File: src/rtl/core/base64_stream_encoder_core_macros.svh
// Assertion helpers shared by the core
`ifndef BASE64_STREAM_ENCODER_CORE_MACROS_SVH
`define BASE64_STREAM_ENCODER_CORE_MACROS_SVH

// Same-cycle implication
`define B64E_ASSERT_NOW(lbl, clk, rstn, ante, cons) \
    lbl: assert property (@(posedge clk) disable iff (!(rstn)) (ante) |-> (cons)) \
        else $error("base64 encoder core: assertion failed");

// Next-cycle implication
`define B64E_ASSERT_NEXT(lbl, clk, rstn, ante, cons) \
    lbl: assert property (@(posedge clk) disable iff (!(rstn)) (ante) |=> (cons)) \
        else $error("base64 encoder core: assertion failed");

`endif

File: src/rtl/core/b64e_pkg.sv
package b64e_pkg;

    localparam int CHAR_W   = 7;
    localparam int MAX_CHAR = 4;

    localparam logic [CHAR_W-1:0] CHAR_UPPER_A = 7'h41;
    localparam logic [CHAR_W-1:0] CHAR_LOWER_OFS = 7'h47;
    localparam logic [CHAR_W-1:0] CHAR_DIGIT_OFS = 7'h04;
    localparam logic [CHAR_W-1:0] CHAR_PLUS  = 7'h2B;
    localparam logic [CHAR_W-1:0] CHAR_SLASH = 7'h2F;
    localparam logic [CHAR_W-1:0] CHAR_DASH  = 7'h2D;
    localparam logic [CHAR_W-1:0] CHAR_UNDER = 7'h5F;
    localparam logic [CHAR_W-1:0] CHAR_PAD   = 7'h3D;
    localparam logic [CHAR_W-1:0] CHAR_MIN   = 7'h2B;
    localparam logic [CHAR_W-1:0] CHAR_MAX   = 7'h7A;

    localparam logic [5:0] SEXTET_LOWER = 6'd26;
    localparam logic [5:0] SEXTET_DIGIT = 6'd52;
    localparam logic [5:0] SEXTET_62    = 6'd62;

    typedef enum logic [2:0] {
        PH_0 = 3'b001,
        PH_1 = 3'b010,
        PH_2 = 3'b100
    } phase_t;

    typedef struct packed {
        logic [MAX_CHAR-1:0][CHAR_W-1:0] chars;
        logic [1:0]                      cnt_m1;
        logic                            last;
    } job_t;

    function automatic logic [CHAR_W-1:0] sextet_char(input logic [5:0] v,
                                                     input logic       url_safe);
        logic [CHAR_W-1:0] vx;
        vx = CHAR_W'(v);
        if (v < SEXTET_LOWER) begin
            return CHAR_UPPER_A + vx;
        end else if (v < SEXTET_DIGIT) begin
            return vx + CHAR_LOWER_OFS;
        end else if (v < SEXTET_62) begin
            return vx - CHAR_DIGIT_OFS;
        end else if (v == SEXTET_62) begin
            return url_safe ? CHAR_DASH : CHAR_PLUS;
        end else begin
            return url_safe ? CHAR_UNDER : CHAR_SLASH;
        end
    endfunction

endpackage

File: src/rtl/core/b64e_front.sv
module b64e_front (
    input  logic           aclk,
    input  logic           aresetn,
    input  logic           s_valid,
    output logic           s_ready,
    input  logic [7:0]     s_data_byte,
    input  logic           s_last_byte,
    input  logic           url_safe,
    output logic           push_valid,
    input  logic           push_ready,
    output b64e_pkg::job_t push_job
);
    import b64e_pkg::*;

    phase_t     phase_reg, phase_next;
    logic [3:0] carry_reg, carry_next;
    job_t       job;
    logic       take;

    assign s_ready    = push_ready;
    assign push_valid = s_valid;
    assign push_job   = job;
    assign take       = s_valid && push_ready;

    always_comb begin
        job        = '0;
        phase_next = phase_reg;
        carry_next = carry_reg;
        job.last   = s_last_byte;
        unique case (phase_reg)
            PH_1: begin
                job.chars[0] = sextet_char({carry_reg[1:0], s_data_byte[7:4]}, url_safe);
                job.chars[1] = sextet_char({s_data_byte[3:0], 2'b00}, url_safe);
                job.chars[2] = CHAR_PAD;
                job.cnt_m1   = s_last_byte ? 2'd2 : 2'd0;
                phase_next   = PH_2;
            end
            PH_2: begin
                job.chars[0] = sextet_char({carry_reg, s_data_byte[7:6]}, url_safe);
                job.chars[1] = sextet_char(s_data_byte[5:0], url_safe);
                job.cnt_m1   = 2'd1;
                phase_next   = PH_0;
            end
            default: begin
                job.chars[0] = sextet_char(s_data_byte[7:2], url_safe);
                job.chars[1] = sextet_char({s_data_byte[1:0], 4'b0000}, url_safe);
                job.chars[2] = CHAR_PAD;
                job.chars[3] = CHAR_PAD;
                job.cnt_m1   = s_last_byte ? 2'd3 : 2'd0;
                phase_next   = PH_1;
            end
        endcase
        carry_next = s_data_byte[3:0];
        if (s_last_byte) begin
            phase_next = PH_0;
            carry_next = 4'd0;
        end
    end

    always_ff @(posedge aclk) begin
        if (!aresetn) begin
            phase_reg <= PH_0;
            carry_reg <= 4'd0;
        end else if (take) begin
            phase_reg <= phase_next;
            carry_reg <= carry_next;
        end
    end

endmodule

File: src/rtl/core/b64e_queue.sv
module b64e_queue #(
    parameter int DEPTH = 2
) (
    input  logic           aclk,
    input  logic           aresetn,
    input  logic           in_valid,
    output logic           in_ready,
    input  b64e_pkg::job_t in_job,
    output logic           out_valid,
    input  logic           out_ready,
    output b64e_pkg::job_t out_job
);
    import b64e_pkg::*;

    localparam int PW = (DEPTH > 1) ? $clog2(DEPTH) : 1;
    localparam int CW = $clog2(DEPTH + 1);

    job_t          mem [DEPTH];
    logic [PW-1:0] wr_ptr_reg, rd_ptr_reg;
    logic [CW-1:0] count_reg;
    logic          push, pop;

    assign in_ready  = (count_reg != CW'(DEPTH));
    assign out_valid = (count_reg != '0);
    assign out_job   = mem[rd_ptr_reg];
    assign push      = in_valid && in_ready;
    assign pop       = out_valid && out_ready;

    always_ff @(posedge aclk) begin
        if (push) begin
            mem[wr_ptr_reg] <= in_job;
        end
    end

    always_ff @(posedge aclk) begin
        if (!aresetn) begin
            wr_ptr_reg <= '0;
            rd_ptr_reg <= '0;
            count_reg  <= '0;
        end else begin
            if (push) begin
                wr_ptr_reg <= (wr_ptr_reg == PW'(DEPTH - 1)) ? '0 : wr_ptr_reg + 1'b1;
            end
            if (pop) begin
                rd_ptr_reg <= (rd_ptr_reg == PW'(DEPTH - 1)) ? '0 : rd_ptr_reg + 1'b1;
            end
            if (push && !pop) begin
                count_reg <= count_reg + 1'b1;
            end else if (pop && !push) begin
                count_reg <= count_reg - 1'b1;
            end
        end
    end

endmodule

File: src/rtl/core/b64e_back.sv
module b64e_back (
    input  logic                        aclk,
    input  logic                        aresetn,
    input  logic                        q_valid,
    output logic                        q_ready,
    input  b64e_pkg::job_t              q_job,
    output logic                        m_valid,
    input  logic                        m_ready,
    output logic [b64e_pkg::CHAR_W-1:0] m_char_code,
    output logic                        m_last_char
);
    import b64e_pkg::*;

    job_t              job_reg, job_next;
    logic [1:0]        idx_reg, idx_next;
    logic              busy_reg, busy_next;
    logic              m_valid_reg, m_valid_next;
    logic [CHAR_W-1:0] m_char_reg, m_char_next;
    logic              m_last_reg, m_last_next;
    logic              out_free, emit, fin, load;

    assign out_free = !m_valid_reg || m_ready;
    assign emit     = busy_reg && out_free;
    assign fin      = emit && (idx_reg == job_reg.cnt_m1);
    assign q_ready  = !busy_reg || fin;
    assign load     = q_valid && q_ready;

    assign m_valid     = m_valid_reg;
    assign m_char_code = m_char_reg;
    assign m_last_char = m_last_reg;

    always_comb begin
        job_next     = load ? q_job : job_reg;
        busy_next    = load ? 1'b1 : (fin ? 1'b0 : busy_reg);
        idx_next     = load ? 2'd0 : (emit ? idx_reg + 2'd1 : idx_reg);
        m_valid_next = emit ? 1'b1 : (m_ready ? 1'b0 : m_valid_reg);
        m_char_next  = emit ? job_reg.chars[idx_reg] : m_char_reg;
        m_last_next  = emit ? (job_reg.last && fin) : m_last_reg;
    end

    always_ff @(posedge aclk) begin
        job_reg    <= job_next;
        idx_reg    <= idx_next;
        m_char_reg <= m_char_next;
        m_last_reg <= m_last_next;
    end

    always_ff @(posedge aclk) begin
        if (!aresetn) begin
            busy_reg    <= 1'b0;
            m_valid_reg <= 1'b0;
        end else begin
            busy_reg    <= busy_next;
            m_valid_reg <= m_valid_next;
        end
    end

endmodule

File: src/rtl/core/base64_stream_encoder_core.sv
// Streaming Base64 encoder: one raw byte per input transfer, one ASCII character
// per output transfer, with '=' padding and a last-character flag after the byte
// marked last. The front end takes each byte, tracks its place in the 3-byte group
// and queues up to QUEUE_DEPTH character groups; the back end's output register
// issues one character per cycle while groups are queued and m_ready is high. The
// first two bytes of a group give one character each, the third two, and a last
// byte up to four. The first character passes through the queue, the back end's
// job register and its output register. The user must write the alphabet register
// (cfg_data, bit 0 set selects '-' and '_') only while idle; it is not enforced.
`include "base64_stream_encoder_core_macros.svh"

module base64_stream_encoder_core #(
    parameter int QUEUE_DEPTH = 2
) (
    input  logic                        aclk,
    input  logic                        aresetn,
    input  logic                        s_valid,
    output logic                        s_ready,
    input  logic [7:0]                  s_data_byte,
    input  logic                        s_last_byte,
    output logic                        m_valid,
    input  logic                        m_ready,
    output logic [b64e_pkg::CHAR_W-1:0] m_char_code,
    output logic                        m_last_char,
    input  logic                        cfg_valid,
    output logic                        cfg_ready,
    input  logic                        cfg_data
);
    import b64e_pkg::*;

    logic url_safe_reg;
    logic push_valid, push_ready;
    job_t push_job;
    logic q_valid, q_ready;
    job_t q_job;

    assign cfg_ready = 1'b1;

    always_ff @(posedge aclk) begin
        if (!aresetn) begin
            url_safe_reg <= 1'b0;
        end else if (cfg_valid) begin
            url_safe_reg <= cfg_data;
        end
    end

    b64e_front u_front (
        .aclk        (aclk),
        .aresetn     (aresetn),
        .s_valid     (s_valid),
        .s_ready     (s_ready),
        .s_data_byte (s_data_byte),
        .s_last_byte (s_last_byte),
        .url_safe    (url_safe_reg),
        .push_valid  (push_valid),
        .push_ready  (push_ready),
        .push_job    (push_job)
    );

    b64e_queue #(
        .DEPTH (QUEUE_DEPTH)
    ) u_queue (
        .aclk      (aclk),
        .aresetn   (aresetn),
        .in_valid  (push_valid),
        .in_ready  (push_ready),
        .in_job    (push_job),
        .out_valid (q_valid),
        .out_ready (q_ready),
        .out_job   (q_job)
    );

    b64e_back u_back (
        .aclk        (aclk),
        .aresetn     (aresetn),
        .q_valid     (q_valid),
        .q_ready     (q_ready),
        .q_job       (q_job),
        .m_valid     (m_valid),
        .m_ready     (m_ready),
        .m_char_code (m_char_code),
        .m_last_char (m_last_char)
    );

    `B64E_ASSERT_NEXT(a_push_seen, aclk, aresetn, s_valid && s_ready, q_valid)
    `B64E_ASSERT_NOW(a_char_range, aclk, aresetn, m_valid,
        (m_char_code >= CHAR_MIN) && (m_char_code <= CHAR_MAX))
    `B64E_ASSERT_NEXT(a_pad_pair, aclk, aresetn,
        m_valid && m_ready && (m_char_code == CHAR_PAD) && !m_last_char,
        m_valid && (m_char_code == CHAR_PAD) && m_last_char)

endmodule

File: config.mk
export PLATFORM = sky130hd
export DESIGN_NAME = base64_stream_encoder_core
export DESIGN_NICKNAME = d
export VERILOG_FILES = /design/src/rtl/core/b64e_pkg.sv /design/src/rtl/core/b64e_front.sv /design/src/rtl/core/b64e_queue.sv /design/src/rtl/core/b64e_back.sv /design/src/rtl/core/base64_stream_encoder_core.sv
export VERILOG_INCLUDE_DIRS = /design/src /design/src/rtl/core
export SDC_FILE = /design/constraint.sdc
export NUM_CORES = 1
export LEC_CHECK = 0
export BUFFER_PORTS_ARGS = -buffer_cell sky130_fd_sc_hd__buf_4
export CORE_MARGIN = 5
export CORE_UTILIZATION = 55
export DETAILED_ROUTE_END_ITERATION = 16
export GPL_TIMING_DRIVEN = 0
export PLACE_DENSITY = 0.76
export SLEW_MARGIN = 15
export SYNTH_ARGS = -nofsm -noshare
export SYNTH_HDL_FRONTEND = slang
export SYNTH_HIERARCHICAL = 1
export SYNTH_SLANG_ARGS = --single-unit
File: constraint.sdc
create_clock -name aclk -period 3 [get_ports aclk]
set_input_delay 0.45 -clock aclk [delete_from_list [all_inputs] [get_ports aclk]]
set_output_delay 0.45 -clock aclk [all_outputs]
set_load 0.005 [all_outputs]
# Yosys cells after proc, flatten, opt, wreduce, memory -nomap -nowiden
# Memory sizes are Yosys's and may differ from the RTL's. A register that Yosys moved wholly into a read port is not among the register bits.
# Cells that the tools add are included.
word_totals:
  reg_bits: 38
  mem_bits_rw: 58
  in_bits: 15
  out_inout_bits: 11
  wordCells: 126
  memories: 1
classes:
  n_addsub: 23
  magnitude_cmp: 19
  eq_ne: 8
  muxes: 44
  n_reduce_logical: 18
mem_list:
  columns: ["memory", "depth", "width", "read_ports", "rd_ports_with_merged_regs", "write_ports", "line_no", "text"]
  rows:
  - ["u_queue.mem", 2, 29, 1, 1, 1, "b64e_queue.sv:18", "job_t mem [DEPTH];"]
ops:
  columns: ["cell", "count"]
  rows:
  - ["$mux 7", 24]
  - ["$lt 6x6->1 const B", 12]
  - ["$add 6x7->7 const B", 6]
  - ["$add 7x6->7 const A", 6]
  - ["$sub 6x3->7 const B", 6]
  - ["$lt 6x5->1 const B", 6]
  - ["$pmux 16 s2", 1]
  - ["$eq 6x6->1 const B", 4]
  - ["$bmux 7 s2", 1]
  - ["$mux 6", 2]
  - ["$mux 1", 8]
  - ["$mux 2", 4]
  - ["$reduce_bool 2->1", 4]
  - ["$logic_and 1x1->1", 7]
  - ["$mux 3", 2]
  - ["$pmux 3 s2", 1]
  - ["$add 2x1->2 const B", 2]
  - ["$logic_not 1->1", 4]
  - ["$mux 4", 1]
  - ["$eq 3x2->1 const B", 1]
  - ["$eq 3x3->1 const B", 1]
  - ["$lt 2x3->1 const B", 1]
  - ["$add 1x1->1 const B", 2]
  - ["$eq 2x2->1", 1]
  - ["other kinds (4)", 5]

# Depth between registers and ports, before layout
logic_depth:
  depth_word: 9
  mapped_depth: 11
  depth_no_buf: 9

# Hierarchy
# The synthesis kept the hierarchy.
by_module_without_submodules:
  columns: ["mod", "instances", "cells_each", "area_per_inst_um2", "seq_area_each_um2"]
  rows:
  - ["b64e_front", 1, 371, 2558.7, 140.1]
  - ["b64e_queue", 1, 120, 2468.6, 1961.9]
  - ["b64e_back", 1, 72, 1620.3, 1251.2]
  - ["base64_stream_encoder_core", 1, 5, 47.5, 20.0]

# Least setup slack after synthesis
# No wires, ideal clock.
synth_path:
  path_kind: "input to register"
  startpoint: "input port s_data_byte[0]"
  endpoint: "memory u_queue/mem[0][16] (netlist name), data pin"
  setup_time_ns: 0.265
  arrival_time_ns: 2.266
  t_required_ns: 2.735
  path_slack_ns: 0.469
  stages: 11
  path_buffers: 2
  cell_sequence: "buf_4 inv_1 ha_1 nor2b_1 clkbuf_1 xnor2_1 ha_1 o2111ai_1 a21oi_1 a31oi_1 o32a_1"
synth_rtl:
  columns: ["element", "line_no", "text"]
  rows:
  - ["from (decl)", "base64_stream_encoder_core.sv:19", "input logic [7:0] s_data_byte,"]
  - ["to (decl)", "b64e_queue.sv:18", null]

==> impl.org <==
** Run status
- The run finished with clean final reports.

** Worst hold path
- Hold WC Path Type :: input port to register

** Timing
- Transition time at the pin with the least slew margin :: 842.3 ps
- Final Hold Slack :: 307.3 ps
- Clock skew on the completed layout was measured at 12.64 ps.
- In this run the tightest slew margin relative to its limit is 43.85%.
- Setup violations remaining at the end of the flow were counted as 0.
- Counting I/O delays and the setup requirement, the final critical path takes roughly 2900 ps.
- Total negative setup slack :: 0 ps
- The number of max-slew violations in the final report was 0.
- Unrepaired setup endpoints after global routing :: no
- In the finished design, the share of the clock period the worst path needs comes to 96.00%.
- Hold Fails Final Rpt :: 0
- Max Clock Freq :: 347.2 MHz

** Global routing
- Global routing consumed, on the met2 layer, 39.90% of the routing resources.
- Leftover overflow at the end of global routing :: 0
- Grt met1 use :: 28.84%
- Total GRT Usage :: 23.15%
- Maximum number of pins on one net before global-route repair :: 32
- Number of global-route vias before repair :: 4724
- Fraction of met3 tracks used by global routing :: 3.882%
- First-pass GRT wire length :: approximately 26000 microns
- After global routing, the most crowded layer is met2.
- The initial antenna violation count was 0.

** Synth
- After technology mapping, the gate count stands at around 570.
- In this run the cell area of the synthesized design comes to 6695 sq um.
- Number of enable flip-flop cells after synthesis :: 101
- A synthesized cell averages 11.79 sq um.
- Synthesis inferred ~120 register bits.
- For this run, the number of Yosys warnings is 6.
- Fraction of the yosys area taken by sequential cells :: 50.38%
- Post-synth top flop :: edfxtp_1
- Post-synth ARST share :: 0%
- Number of distinct library cells after synthesis :: 80

** Finish
- Area grow syn2layout :: 14.91%
- The library cell used most frequently in the layout, excluding fill and tap cells, is edfxtp_1.
- After filler insertion, the fill cell instance count of the layout stands at about 900.
- After routing the design area is 7694 sq um.
- The post-route netlist has 22.68% of its cells at a drive strength greater than 1.
- Commonest cells after routing, fill and taps aside :: edfxtp_1, buf_4, mux2_2, a21oi_1
- After the last flow step, the layout net total stands at ~650.
- Non-filler cells, final :: 773
- Number of flip-flops under the largest register name :: 62
- The number of antenna diodes in the final layout is 0.

** Worst setup path
- Crit path capture type :: register
- Kind of critical path :: register to register
- In this run the worst path has a maximum fanout of 10.
- For the worst setup path, the data arrival time is 3110 ps.
- Worst path required time :: 3230 ps
- STA classifies the critical path startpoint as a register.
- CP Cell Sequence :: buf_2, inv_1, ha_1, and3b_1, clkbuf_1, mux2_2, a211oi_1, o21ai_0, nand3_1
- The largest individual stage delay along the critical path comes from the cell dfxtp_1.
- On the worst path, the slowest cell contributes a delay of 490 ps.

** CTS
- No sink is reached through more buffers than the 2 on the longest clock path.
- Num CTS Buffers :: 17
- Buffers inserted to repair hold after CTS numbered 0.
- Max H-tree Level :: 4
- Clock-pin slew was measured on the worst setup and hold paths at 60 ps.
- CTS saw ~120 sinks.
- The later pin in the worst-skew pair is clocked with a latency of 400 ps.
- The number of setup buffers added after CTS is 0.
- TritonCTS built the clock tree.
- The number of gates resized after CTS was 1.
- Root Buffer Master :: clkbuf_16

** Die
- In this run the horizontal extent of the chip is 120.3 microns.
- Count of boundary I/O pins :: 26
- The initialized floorplan defines 40 standard-cell rows.
- In this run the standard cell core region covers 11960 sq um.
- The initial utilization of the core area, before any placement, comes to 55.97%.
- The die is roughly 120 microns tall.
- The die covers ~14000 sq um.

** Pwr
- The worst-case IR drop observed on VDD is 0.4571 mV.
- Internal :: 4.341 mW
- The design draws between 5 and 6 mW.
- Proportion of power drawn by the clock network :: 35.4%
- Reg power frac :: 40.6%
- Switching component of the power :: 1.583 mW
- Per report_power, the combinational group accounts for 23.9% of the total.
- For this design the ratio of total power to cell area is 770.0 nW/um^2.
- Leakage Power :: around 2.7 nW
- Net switching is 26.72% of the power.

** Placed design
- The congestion estimate from routability-driven global placement came to 0.9499.
- Detailed placement ended at an HPWL of 11010 microns.
- Including well taps, the total number of placed cells is 742.
- Buffers placed on the I/O ports in this run total 24.
- Post-Place Cell Area :: 7073 sq um

** Route
- Post-detailed-route via-to-cell ratio :: 6.123
- Routed length per instance :: 20.57 microns
- After detailed routing, the number of remaining DRC violations is 0.
- Via count of the routed design :: ~4700
- The detail route stage leaves a number of antenna-violating nets equal to 0.
- The first detailed-routing pass ran for 6 iterations.
- Routed wire length :: 15900 microns
- The first routing iteration left 420 violations.

** Job
- Number of max-cap violations :: 0
==> cells in the mapped netlist (all sizes together), types with 3 or more instances <==
cell     count  area, sq um
a211oi       7        57.55
a21boi       4        30.03
a21o         5        37.54
a21oi       26        130.1
a221oi       3        32.53
a22oi        3        22.52
a31oi        7        43.79
and2         8        50.05
and3         7        43.79
buf         40        256.5
clkbuf      10        37.54
dfxtp       17        340.3
edfxtp     101         3033
ha          23        287.8
inv         19        71.32
mux2        32        360.4
mux2i        8        80.08
mux4         7        183.9
nand2       22        85.09
nand2b       9        63.81
nand3       19        100.1
nand4        6        43.79
nand4b       4        35.03
nor2        23        86.33
nor2b       14        87.58
nor3        15        75.07
nor4         4        25.02
o2111ai      3        26.28
o211ai       9        67.56
o21a         3        22.52
o21ai       23        115.1
o221ai       5        43.79
o311ai       7        61.31
o31ai        8        73.82
or2          3        18.77
or3          4        25.02
or4          3        22.52
xnor2       23        201.4
xor2         4        53.81
==> cell type report <==
type | instances | area (sq um) | area share, %
well taps | 147 | 183.9 | 2.391
flip-flops and latches | 118 | 3373 | 43.84
multi-input cells | 384 | 2973 | 38.64
repair buffers | 24 | 180.2 | 2.342
inverters | 19 | 71.32 | 0.9270
plain buffers | 49 | 291.5 | 3.789
clock inverters | 11 | 180.2 | 2.342
clock buffers | 21 | 440.4 | 5.725
==> metal layers <==
layer,part of all wire [%],routed length (microns),up-vias
met5,0,0,-
met4,2.3,370,0
met3,4.3,688,24
met2,52,8241,159
met1,41,6597,2301
li1,-,-,2249
==> worst max-delay path: cells and delay by family (launching register included) <==
| family | cells | cell delay, ps |
|---|---|---|
| muxes | 1 | 370 |
| DFF | 1 | 490 |
| and+or+nand+nor | 2 | 410 |
| AOI/OAI and AO/OA | 2 | 430 |
| adders and majority gates | 1 | 290 |
| buffers and inverters | 3 | 710 |
==> power groups by stage <==
| stage | sequential [mW] | combinational, mW | clock, mW |
|---|---|---|---|
| after CTS | 2.41 | 1.43 | 2.14 |
| after global placement | 2.43 | 1.36 | 0 |
| final | 2.41 | 1.42 | 2.10 |
| after floorplan | 2.39 | 1.02 | 0 |
| after detailed placement | 2.43 | 1.42 | 0 |
| after global routing | 2.44 | 1.55 | 2.23 |
==> through the flow <==
| step | utilization [%] | setup WS, ps |
|---|---|---|
| floorplan | - | 469.0 |
| global placement | 59.11 | -203.2 |
| detailed placement | 59.13 | -271.2 |
| CTS | 64.33 | 149.8 |
| global route | 64.32 | 23.33 |
| finish | 64.32 | 119.9 |
==> worst paths after layout <==
kind                             start            endpoint  slack, ps  depth (start not counted)
setup / recovery  u_front/carry_reg[0]   u_queue/mem[0][5]        120                          9
hold / removal                cfg_data        url_safe_reg        310                          3
setup reg to reg  u_front/carry_reg[0]   u_queue/mem[0][5]        120                          9
hold reg to reg     u_queue/mem[1][22]  u_back/job_reg[22]        540                          1
==> cell families (layout without fill, tap and decap cells) <==
group / count (synthesis) / count (layout) / share of synthesized area [%]
flops: 118 / 118 / 50.38
xor+xnor: 27 / 27 / 3.812
buf+inv: 69 / 124 / 5.457
fa+ha+maj: 23 / 23 / 4.298
compound gates: 132 / 132 / 14.02
other cells: 2 / 5 / 0.1122
simple gates: 150 / 150 / 12.60
mux: 47 / 47 / 9.326
No activity file was read; power rests on OpenSTA's default activity.
